File: config.mk
export PLATFORM = sky130hd
export DESIGN_NAME = daylight_gated_lamp_switch_unit
export DESIGN_NICKNAME = d
export VERILOG_FILES = /design/src/design/dgls_pkg.sv /design/src/design/daylight_gated_lamp_switch_unit.sv
export SDC_FILE = /design/constraint.sdc
export NUM_CORES = 1
export LEC_CHECK = 0
export BUFFER_PORTS_ARGS = -buffer_cell sky130_fd_sc_hd__buf_2
export CAP_MARGIN = 10
export CORE_ASPECT_RATIO = 0.6
export CORE_MARGIN = 4
export CORE_UTILIZATION = 60
export CTS_BUF_LIST = sky130_fd_sc_hd__clkbuf_8
export DETAILED_ROUTE_END_ITERATION = 8
export HOLD_SLACK_MARGIN = 0.15
export MAX_ROUTING_LAYER = met4
export PLACE_DENSITY = 0.81
export SLEW_MARGIN = 15
export SYNTH_ARGS = -nofsm -noshare
export SYNTH_HDL_FRONTEND = slang
export SYNTH_SLANG_ARGS = --single-unit
File: constraint.sdc
create_clock -name clk -period 5.7 [get_ports clk]
set_input_delay 1.71 -clock clk [delete_from_list [all_inputs] [get_ports clk]]
set_output_delay 1.71 -clock clk [all_outputs]
set_load 0.01 [all_outputs]
File: src/design/dgls_pkg.sv
// Types, constants and helpers for the daylight gated lamp switch.
// No dependencies; imported by the top level and the checker.
package dgls_pkg;

	localparam int unsigned IN_TDATA_W  = 64;
	localparam int unsigned OUT_TDATA_W = 8;
	localparam int unsigned CFG_ADDR_W  = 3;
	localparam int unsigned CFG_DATA_W  = 16;
	localparam int unsigned MOD_W       = 11;  // minute of day, up to 31*60+63

	localparam int unsigned MINUTES_PER_HOUR = 60;

	typedef enum logic [1:0] {
		OP_CHECK      = 2'd0,
		OP_MANUAL_ON  = 2'd1,
		OP_MANUAL_OFF = 2'd2,
		OP_AUTO       = 2'd3
	} op_t;

	typedef enum logic [CFG_ADDR_W-1:0] {
		REG_DARK_THRESHOLD = 3'd0,
		REG_HOLD_SECONDS   = 3'd1,
		REG_START_HOUR     = 3'd2,
		REG_START_MINUTE   = 3'd3,
		REG_STOP_HOUR      = 3'd4,
		REG_STOP_MINUTE    = 3'd5
	} reg_idx_t;

	localparam logic [15:0] RST_DARK_THRESHOLD = 16'd1000;
	localparam logic [15:0] RST_HOLD_SECONDS   = 16'd300;
	localparam logic [4:0]  RST_START_HOUR     = 5'd6;
	localparam logic [5:0]  RST_START_MINUTE   = 6'd0;
	localparam logic [4:0]  RST_STOP_HOUR      = 5'd18;
	localparam logic [5:0]  RST_STOP_MINUTE    = 6'd0;

	typedef struct packed {
		logic [15:0] light_level;
		logic [5:0]  day_minute;
		logic [4:0]  day_hour;
		logic        clock_known;
		logic [31:0] now_seconds;
	} sample_t;

	function automatic logic [MOD_W-1:0] minute_of_day(input logic [4:0] hr,
			input logic [5:0] mn);
		minute_of_day = MOD_W'(hr) * MOD_W'(MINUTES_PER_HOUR) + MOD_W'(mn);
	endfunction

endpackage

File: src/design/daylight_gated_lamp_switch_unit.sv
// Result path: the input stage registers the transaction, then the result register holds the result.
// Throughput: one transaction per cycle; the result register stalls the input stage
// only while a result waits and the input stage is also full.
// Reset (arst_n low, asynchronous) clears both stages, restores register defaults,
// lamp off, automatic mode, timers idle, dark preset armed.
// Top level of the daylight gated lamp switch; depends on dgls_pkg.
module daylight_gated_lamp_switch_unit (
	input  logic                                 clk,
	input  logic                                 arst_n,
	input  logic                                 cfg_we,
	input  logic [dgls_pkg::CFG_ADDR_W-1:0]      cfg_addr,
	input  logic [dgls_pkg::CFG_DATA_W-1:0]      cfg_wdata,
	input  logic                                 s_axis_tvalid,
	output logic                                 s_axis_tready,
	// now_seconds[31:0], clock_known[32], day_hour[37:33], day_minute[43:38],
	// light_level[59:44], zero fill
	input  logic [dgls_pkg::IN_TDATA_W-1:0]      s_axis_tdata,
	input  logic [1:0]                           s_axis_tuser,  // op
	output logic                                 m_axis_tvalid,
	input  logic                                 m_axis_tready,
	// lamp_on[0], manual_active[1], zero fill
	output logic [dgls_pkg::OUT_TDATA_W-1:0]     m_axis_tdata
);
	import dgls_pkg::*;

	logic [15:0] dark_threshold_q, hold_seconds_q;
	logic [4:0]  start_hour_q, stop_hour_q;
	logic [5:0]  start_minute_q, stop_minute_q;

	logic        valid_s1;
	op_t         op_s1;
	sample_t     smp_s1;

	logic        lamp_q, manual_q, preset_q;
	logic [31:0] dark_since_q, bright_since_q;
	logic        lamp_n, manual_n, preset_n;
	logic [31:0] dark_since_n, bright_since_n;

	logic        out_valid_q;
	logic [1:0]  out_data_q;

	logic             advance, take_in;
	logic [MOD_W-1:0] cur_min, on_min, off_min;
	logic             win_open;
	logic [31:0]      dark_el, bright_el;

	assign advance       = valid_s1 && (!out_valid_q || m_axis_tready);
	assign s_axis_tready = !valid_s1 || advance;
	assign take_in       = s_axis_tvalid && s_axis_tready;

	// configuration
	always_ff @(posedge clk or negedge arst_n) begin
		if (!arst_n) begin
			dark_threshold_q <= RST_DARK_THRESHOLD;
			hold_seconds_q   <= RST_HOLD_SECONDS;
			start_hour_q     <= RST_START_HOUR;
			start_minute_q   <= RST_START_MINUTE;
			stop_hour_q      <= RST_STOP_HOUR;
			stop_minute_q    <= RST_STOP_MINUTE;
		end else if (cfg_we) begin
			case (cfg_addr)
				REG_DARK_THRESHOLD: dark_threshold_q <= cfg_wdata;
				REG_HOLD_SECONDS:   hold_seconds_q   <= cfg_wdata;
				REG_START_HOUR:     start_hour_q     <= cfg_wdata[4:0];
				REG_START_MINUTE:   start_minute_q   <= cfg_wdata[5:0];
				REG_STOP_HOUR:      stop_hour_q      <= cfg_wdata[4:0];
				REG_STOP_MINUTE:    stop_minute_q    <= cfg_wdata[5:0];
				default: ;
			endcase
		end
	end

	// input stage
	always_ff @(posedge clk or negedge arst_n) begin
		if (!arst_n) begin
			valid_s1 <= 1'b0;
		end else if (s_axis_tready) begin
			valid_s1 <= s_axis_tvalid;
		end
	end

	always_ff @(posedge clk) begin
		if (take_in) begin
			op_s1  <= op_t'(s_axis_tuser);
			smp_s1 <= sample_t'(s_axis_tdata[$bits(sample_t)-1:0]);
		end
	end

	// time-of-day window; a wrapped window is either side of the stop/start gap
	assign cur_min = minute_of_day(smp_s1.day_hour, smp_s1.day_minute);
	assign on_min  = minute_of_day(start_hour_q, start_minute_q);
	assign off_min = minute_of_day(stop_hour_q, stop_minute_q);
	always_comb begin
		if (on_min < off_min)
			win_open = (cur_min > on_min) && (cur_min < off_min);
		else
			win_open = (cur_min > on_min) || (cur_min < off_min);
	end

	assign dark_el   = smp_s1.now_seconds - dark_since_q;
	assign bright_el = smp_s1.now_seconds - bright_since_q;

	always_comb begin
		lamp_n         = lamp_q;
		manual_n       = manual_q;
		preset_n       = preset_q;
		dark_since_n   = dark_since_q;
		bright_since_n = bright_since_q;
		unique case (op_s1)
			OP_CHECK: begin
				if (!manual_q && smp_s1.light_level != 16'd0) begin
					if (smp_s1.clock_known && !win_open) begin
						lamp_n = 1'b0;
					end else if (smp_s1.light_level < dark_threshold_q) begin
						bright_since_n = '0;
						if (preset_q) begin
							lamp_n = 1'b1;
						end else if (dark_since_q != '0) begin
							if (dark_el > 32'(hold_seconds_q))
								lamp_n = 1'b1;
						end else begin
							dark_since_n = smp_s1.now_seconds;
						end
					end else begin
						dark_since_n = '0;
						preset_n     = 1'b0;
						if (bright_since_q != '0) begin
							if (bright_el > 32'(hold_seconds_q))
								lamp_n = 1'b0;
						end else begin
							bright_since_n = smp_s1.now_seconds;
						end
					end
				end
			end
			OP_MANUAL_ON: begin
				lamp_n   = 1'b1;
				manual_n = 1'b1;
			end
			OP_MANUAL_OFF: begin
				lamp_n   = 1'b0;
				manual_n = 1'b1;
			end
			OP_AUTO: begin
				manual_n = 1'b0;
			end
			default: ;
		endcase
	end

	always_ff @(posedge clk or negedge arst_n) begin
		if (!arst_n) begin
			lamp_q         <= 1'b0;
			manual_q       <= 1'b0;
			preset_q       <= 1'b1;
			dark_since_q   <= '0;
			bright_since_q <= '0;
		end else if (advance) begin
			lamp_q         <= lamp_n;
			manual_q       <= manual_n;
			preset_q       <= preset_n;
			dark_since_q   <= dark_since_n;
			bright_since_q <= bright_since_n;
		end
	end

	// result register
	always_ff @(posedge clk or negedge arst_n) begin
		if (!arst_n) begin
			out_valid_q <= 1'b0;
		end else if (advance) begin
			out_valid_q <= 1'b1;
		end else if (m_axis_tready) begin
			out_valid_q <= 1'b0;
		end
	end

	always_ff @(posedge clk) begin
		if (advance)
			out_data_q <= {manual_n, lamp_n};
	end

	assign m_axis_tvalid = out_valid_q;
	assign m_axis_tdata  = {(OUT_TDATA_W - 2)'(0), out_data_q};

endmodule

==> impl_metrics.env <==
export IMPL_status="complete, but fails checks"
export IMPL_violations="negative setup slack"
export IMPL_p_total_uw=9810
export IMPL_wire_per_inst_microns=20.42
export IMPL_insertion_delay_ns=0.53
export IMPL_synthArstFlopShare_pct=65.78
export IMPL_drv_slew=0
export IMPL_htree_levels=4
export IMPL_slew_headroom_pct=23.17
export IMPL_tritoncts="yes"
export IMPL_hold_viol=0
export IMPL_drc=0
export IMPL_yosys_top_cells_area="dfrtp_1, ha_1, edfxtp_1"
export IMPL_rows=44
export IMPL_critical_path_max_stage_delay_ns=0.58
export IMPL_post_synth_cell_area_avg_sq_um=9.233
export IMPL_layout_area_overhead_vs_synth_pct=12.94
export IMPL_grt_ovfl_total=0
export IMPL_powerDensity_nw_per_um2=579.3
export IMPL_crit_family="adder cells"
export IMPL_wirelength_mm=42.35
export IMPL_synth_top_area_share_pct=18.02
export IMPL_crit_buf_inv=6
export IMPL_synth_cells=1624
export IMPL_vias=12910
export IMPL_coreArea_sq_um=24390
export IMPL_final_layout_size_suffix_gt1_share_pct=15.70
export IMPL_yosysWarnings=0
export IMPL_ir_drop_mv=0.4229
export IMPL_max_cap_violations=0
export IMPL_syn_area_sq_um=14990
export IMPL_finalSetupViolCount=44
export IMPL_grt_first_pass_wirelength_mm=64.76
export IMPL_die_x_microns=212.1
export IMPL_ant_nets=0
export IMPL_viasPerCell=6.224
export IMPL_worstPathMaxFanout=8
export IMPL_synth_area_leader_cell="dfrtp_1"
export IMPL_grt_use_total_pct=31.01
export IMPL_place_area_sq_um=15860
export IMPL_grt_max_degree=57
export IMPL_worst_slew_pin_slew_ns=1.144
export IMPL_antenna_found_initial=1
export IMPL_cp_slowest_cell="dfstp_2"
export IMPL_cts_root_buf="clkbuf_8"
export IMPL_synth_edf_count=64
export IMPL_clockBufferDepth=2
export IMPL_ios=100
export IMPL_timing_clock_skew_ns=0.02473
export IMPL_ys_seq_elements=187
export IMPL_place_congestion=1.015
export IMPL_finalCriticalPeriod_ns=5.787
export IMPL_grt_setup_unrepaired="yes"
export IMPL_die_area_sq_um=27670
export IMPL_drt_pre_antenna_iters=6
export IMPL_max_clock_freq_mhz=172.8
export IMPL_synth_most_common_cell="inv_1"
export IMPL_fin_crit_sh_pct=101.5
export IMPL_cts_made_buffers=17
export IMPL_numClockSinks=187
export IMPL_leakage_uw=0.007749
export IMPL_ys_seq_area_share_pct=33.47
export IMPL_hold_path_class="reg -> reg"
export IMPL_initial_core_util_pct=61.48
export IMPL_path_class="reg -> reg"
export IMPL_cp_cell_sequence="fa_1 > inv_2 > fa_1 > fa_1 > inv_2 > ha_4 > o21ai_1 > nand2b_1 > and3_4 > xor2_4 > inv_2 > ha_4 > nand4_1 > a211oi_2 > nor4_1 > a211o_1 > o2111a_1 > a311o_1 > o21ba_4 > buf_4 > nor4b_4 > buf_6 > clkbuf_16 > a22o_1"
export IMPL_rrSetupSlack_ns=-0.09
export IMPL_setup_ws_ns=-0.08702
export IMPL_grt_pass1_vias=12010
export IMPL_clkTransAtPathRegs_ns=0.11
export IMPL_nets=2044
export IMPL_critPathLaunchType="flop"
export IMPL_synthTopCellsByCount="inv_1, ha_1, nand2_1"
export IMPL_detail_route_iter0_violations=1590
export IMPL_fin_area_sq_um=16940
export IMPL_place_hpwl_mm=31.92
export IMPL_portBuffers=89
export IMPL_endpoint_kind="flop"
export IMPL_worstPathRequired_ns=6.15
export IMPL_synthDistinctLibCells=82
export IMPL_antenna_cells=0
export IMPL_synthFlopType="dfrtp_1"
export IMPL_arrival_ns=6.24
export IMPL_die_h_microns=130.5
final cells by class:
class | count | area (sq um)
multi-input combinational | 1183 | 9315
fill | 1863 | 7453
sequential | 187 | 5019
timing repair buffer | 139 | 973.4
inverter | 211 | 792.0
tap | 322 | 402.9
clock buffer | 20 | 275.3
clock inverter | 12 | 157.7
timing repair:
item                                    in CTS  in global routing
hold buffers                                 0                  0
setup buffers                                6                 14
pin swaps                                    8                 11
gates cloned                                 2                  4
endpoints found under the setup margin      64                 64
resized for setup                           14                 44
hold endpoints to repair                     0                  0
flip-flops by register name, indices dropped and copies added, names as in the netlist:
register,count
hold_seconds_q,16
start_hour_q,5
bright_since_q,32
start_minute_q,6
stop_minute_q,6
valid_s1,1
preset_q,1
dark_threshold_q,16
smp_s1,60
manual_q,1
stop_hour_q,5
m_axis_tvalid,1
out_data_q,2
lamp_q,1
dark_since_q,32
op_s1,2
cells in the final DEF (no fill, tap or decap), types with 7 or more instances in the layout:
| master | count |
|---|---|
| a21oi_1 | 106 |
| buf_4 | 39 |
| nand3_1 | 28 |
| inv_1 | 209 |
| xnor2_1 | 41 |
| edfxtp_1 | 64 |
| xor2_1 | 26 |
| nor2b_1 | 8 |
| and2_1 | 10 |
| o211ai_1 | 14 |
| o21a_1 | 10 |
| a31oi_1 | 9 |
| o2111ai_1 | 10 |
| nand4_1 | 34 |
| and3_1 | 7 |
| a21o_1 | 27 |
| nand2_1 | 159 |
| clkbuf_8 | 20 |
| nand2b_1 | 23 |
| o31ai_1 | 7 |
| buf_2 | 88 |
| a211oi_1 | 16 |
| dfstp_2 | 15 |
| fa_1 | 26 |
| mux2i_1 | 42 |
| nor4_1 | 29 |
| dfrtp_1 | 108 |
| nor3_1 | 31 |
| a22o_4 | 24 |
| mux2_2 | 19 |
| ha_1 | 185 |
| nor2_1 | 73 |
| o21ai_0 | 85 |
layer usage:
metal / share of wire (%) / vias up / global-route usage, %
met4: 1.3 / 0 / 6.057
met1: 48 / 6219 / 47.92
li1: - / 6018 / -
met2: 39 / 621 / 40.14
met5: 0 / - / -
met3: 12 / 50 / 8.805
power breakdown:
group	internal (uW)	total [uW]	leakage [uW]	switching, uW
registers	1700	1940	0.00207	242
logic	3020	6870	0.00545	3850
clock network	474	999	0.000226	526
total	5190	9810	0.00775	4620
per-stage QoR:
stage	setup TNS [ns]	hold WS [ns]	util, %	std cells	worst slack (ns)
2_1_floorplan	0	0.4569	-	1629	0.4908
3_3_place_gp	-0.007951	0.4738	65.04	2017	-0.002831
3_5_place_dp	-3.808	0.4785	65.04	2017	-0.1205
4_1_cts	0	0.5033	67.55	2057	0.001757
5_1_grt	-12.71	0.5138	69.44	2074	-0.2521
6_report	-1.864	0.5045	69.44	2074	-0.08702
kinds of logic (layout without fill, tap and decap cells):
| family | after synthesis | count (layout) | synth area share, % |
|---|---|---|---|
| flip-flops | 187 | 187 | 33.47 |
| adder cells (fa/ha/maj) | 215 | 215 | 19.24 |
| multiplexers | 61 | 61 | 4.231 |
| buffers and inverters | 259 | 382 | 7.018 |
| AO/OA/AOI/OAI | 385 | 385 | 17.06 |
| AND/OR/NAND/NOR | 444 | 444 | 14.74 |
| XOR/XNOR | 72 | 72 | 4.206 |
| other | 1 | 6 | 0.02501 |
worst paths after layout:
kind / start / endpoint / cells past startpoint
worst min register to register: valid_s1$_DFFE_PN0N_ / m_axis_tvalid$_DFFE_PN0P_ / 1
worst max register to register: start_hour_q[2]$_DFFE_PN1P_ / bright_since_q[9]$_DFFE_PN0P_ / 24
min in group asynchronous: arst_n / start_hour_q[0]$_DFFE_PN0P_ / 1
worst max-delay path: start_hour_q[2]$_DFFE_PN1P_ / bright_since_q[9]$_DFFE_PN0P_ / 24
max in group asynchronous: arst_n / m_axis_tvalid$_DFFE_PN0P_ / 2
worst min-delay path: valid_s1$_DFFE_PN0N_ / m_axis_tvalid$_DFFE_PN0P_ / 1
Power figures use the tool's default switching activity.
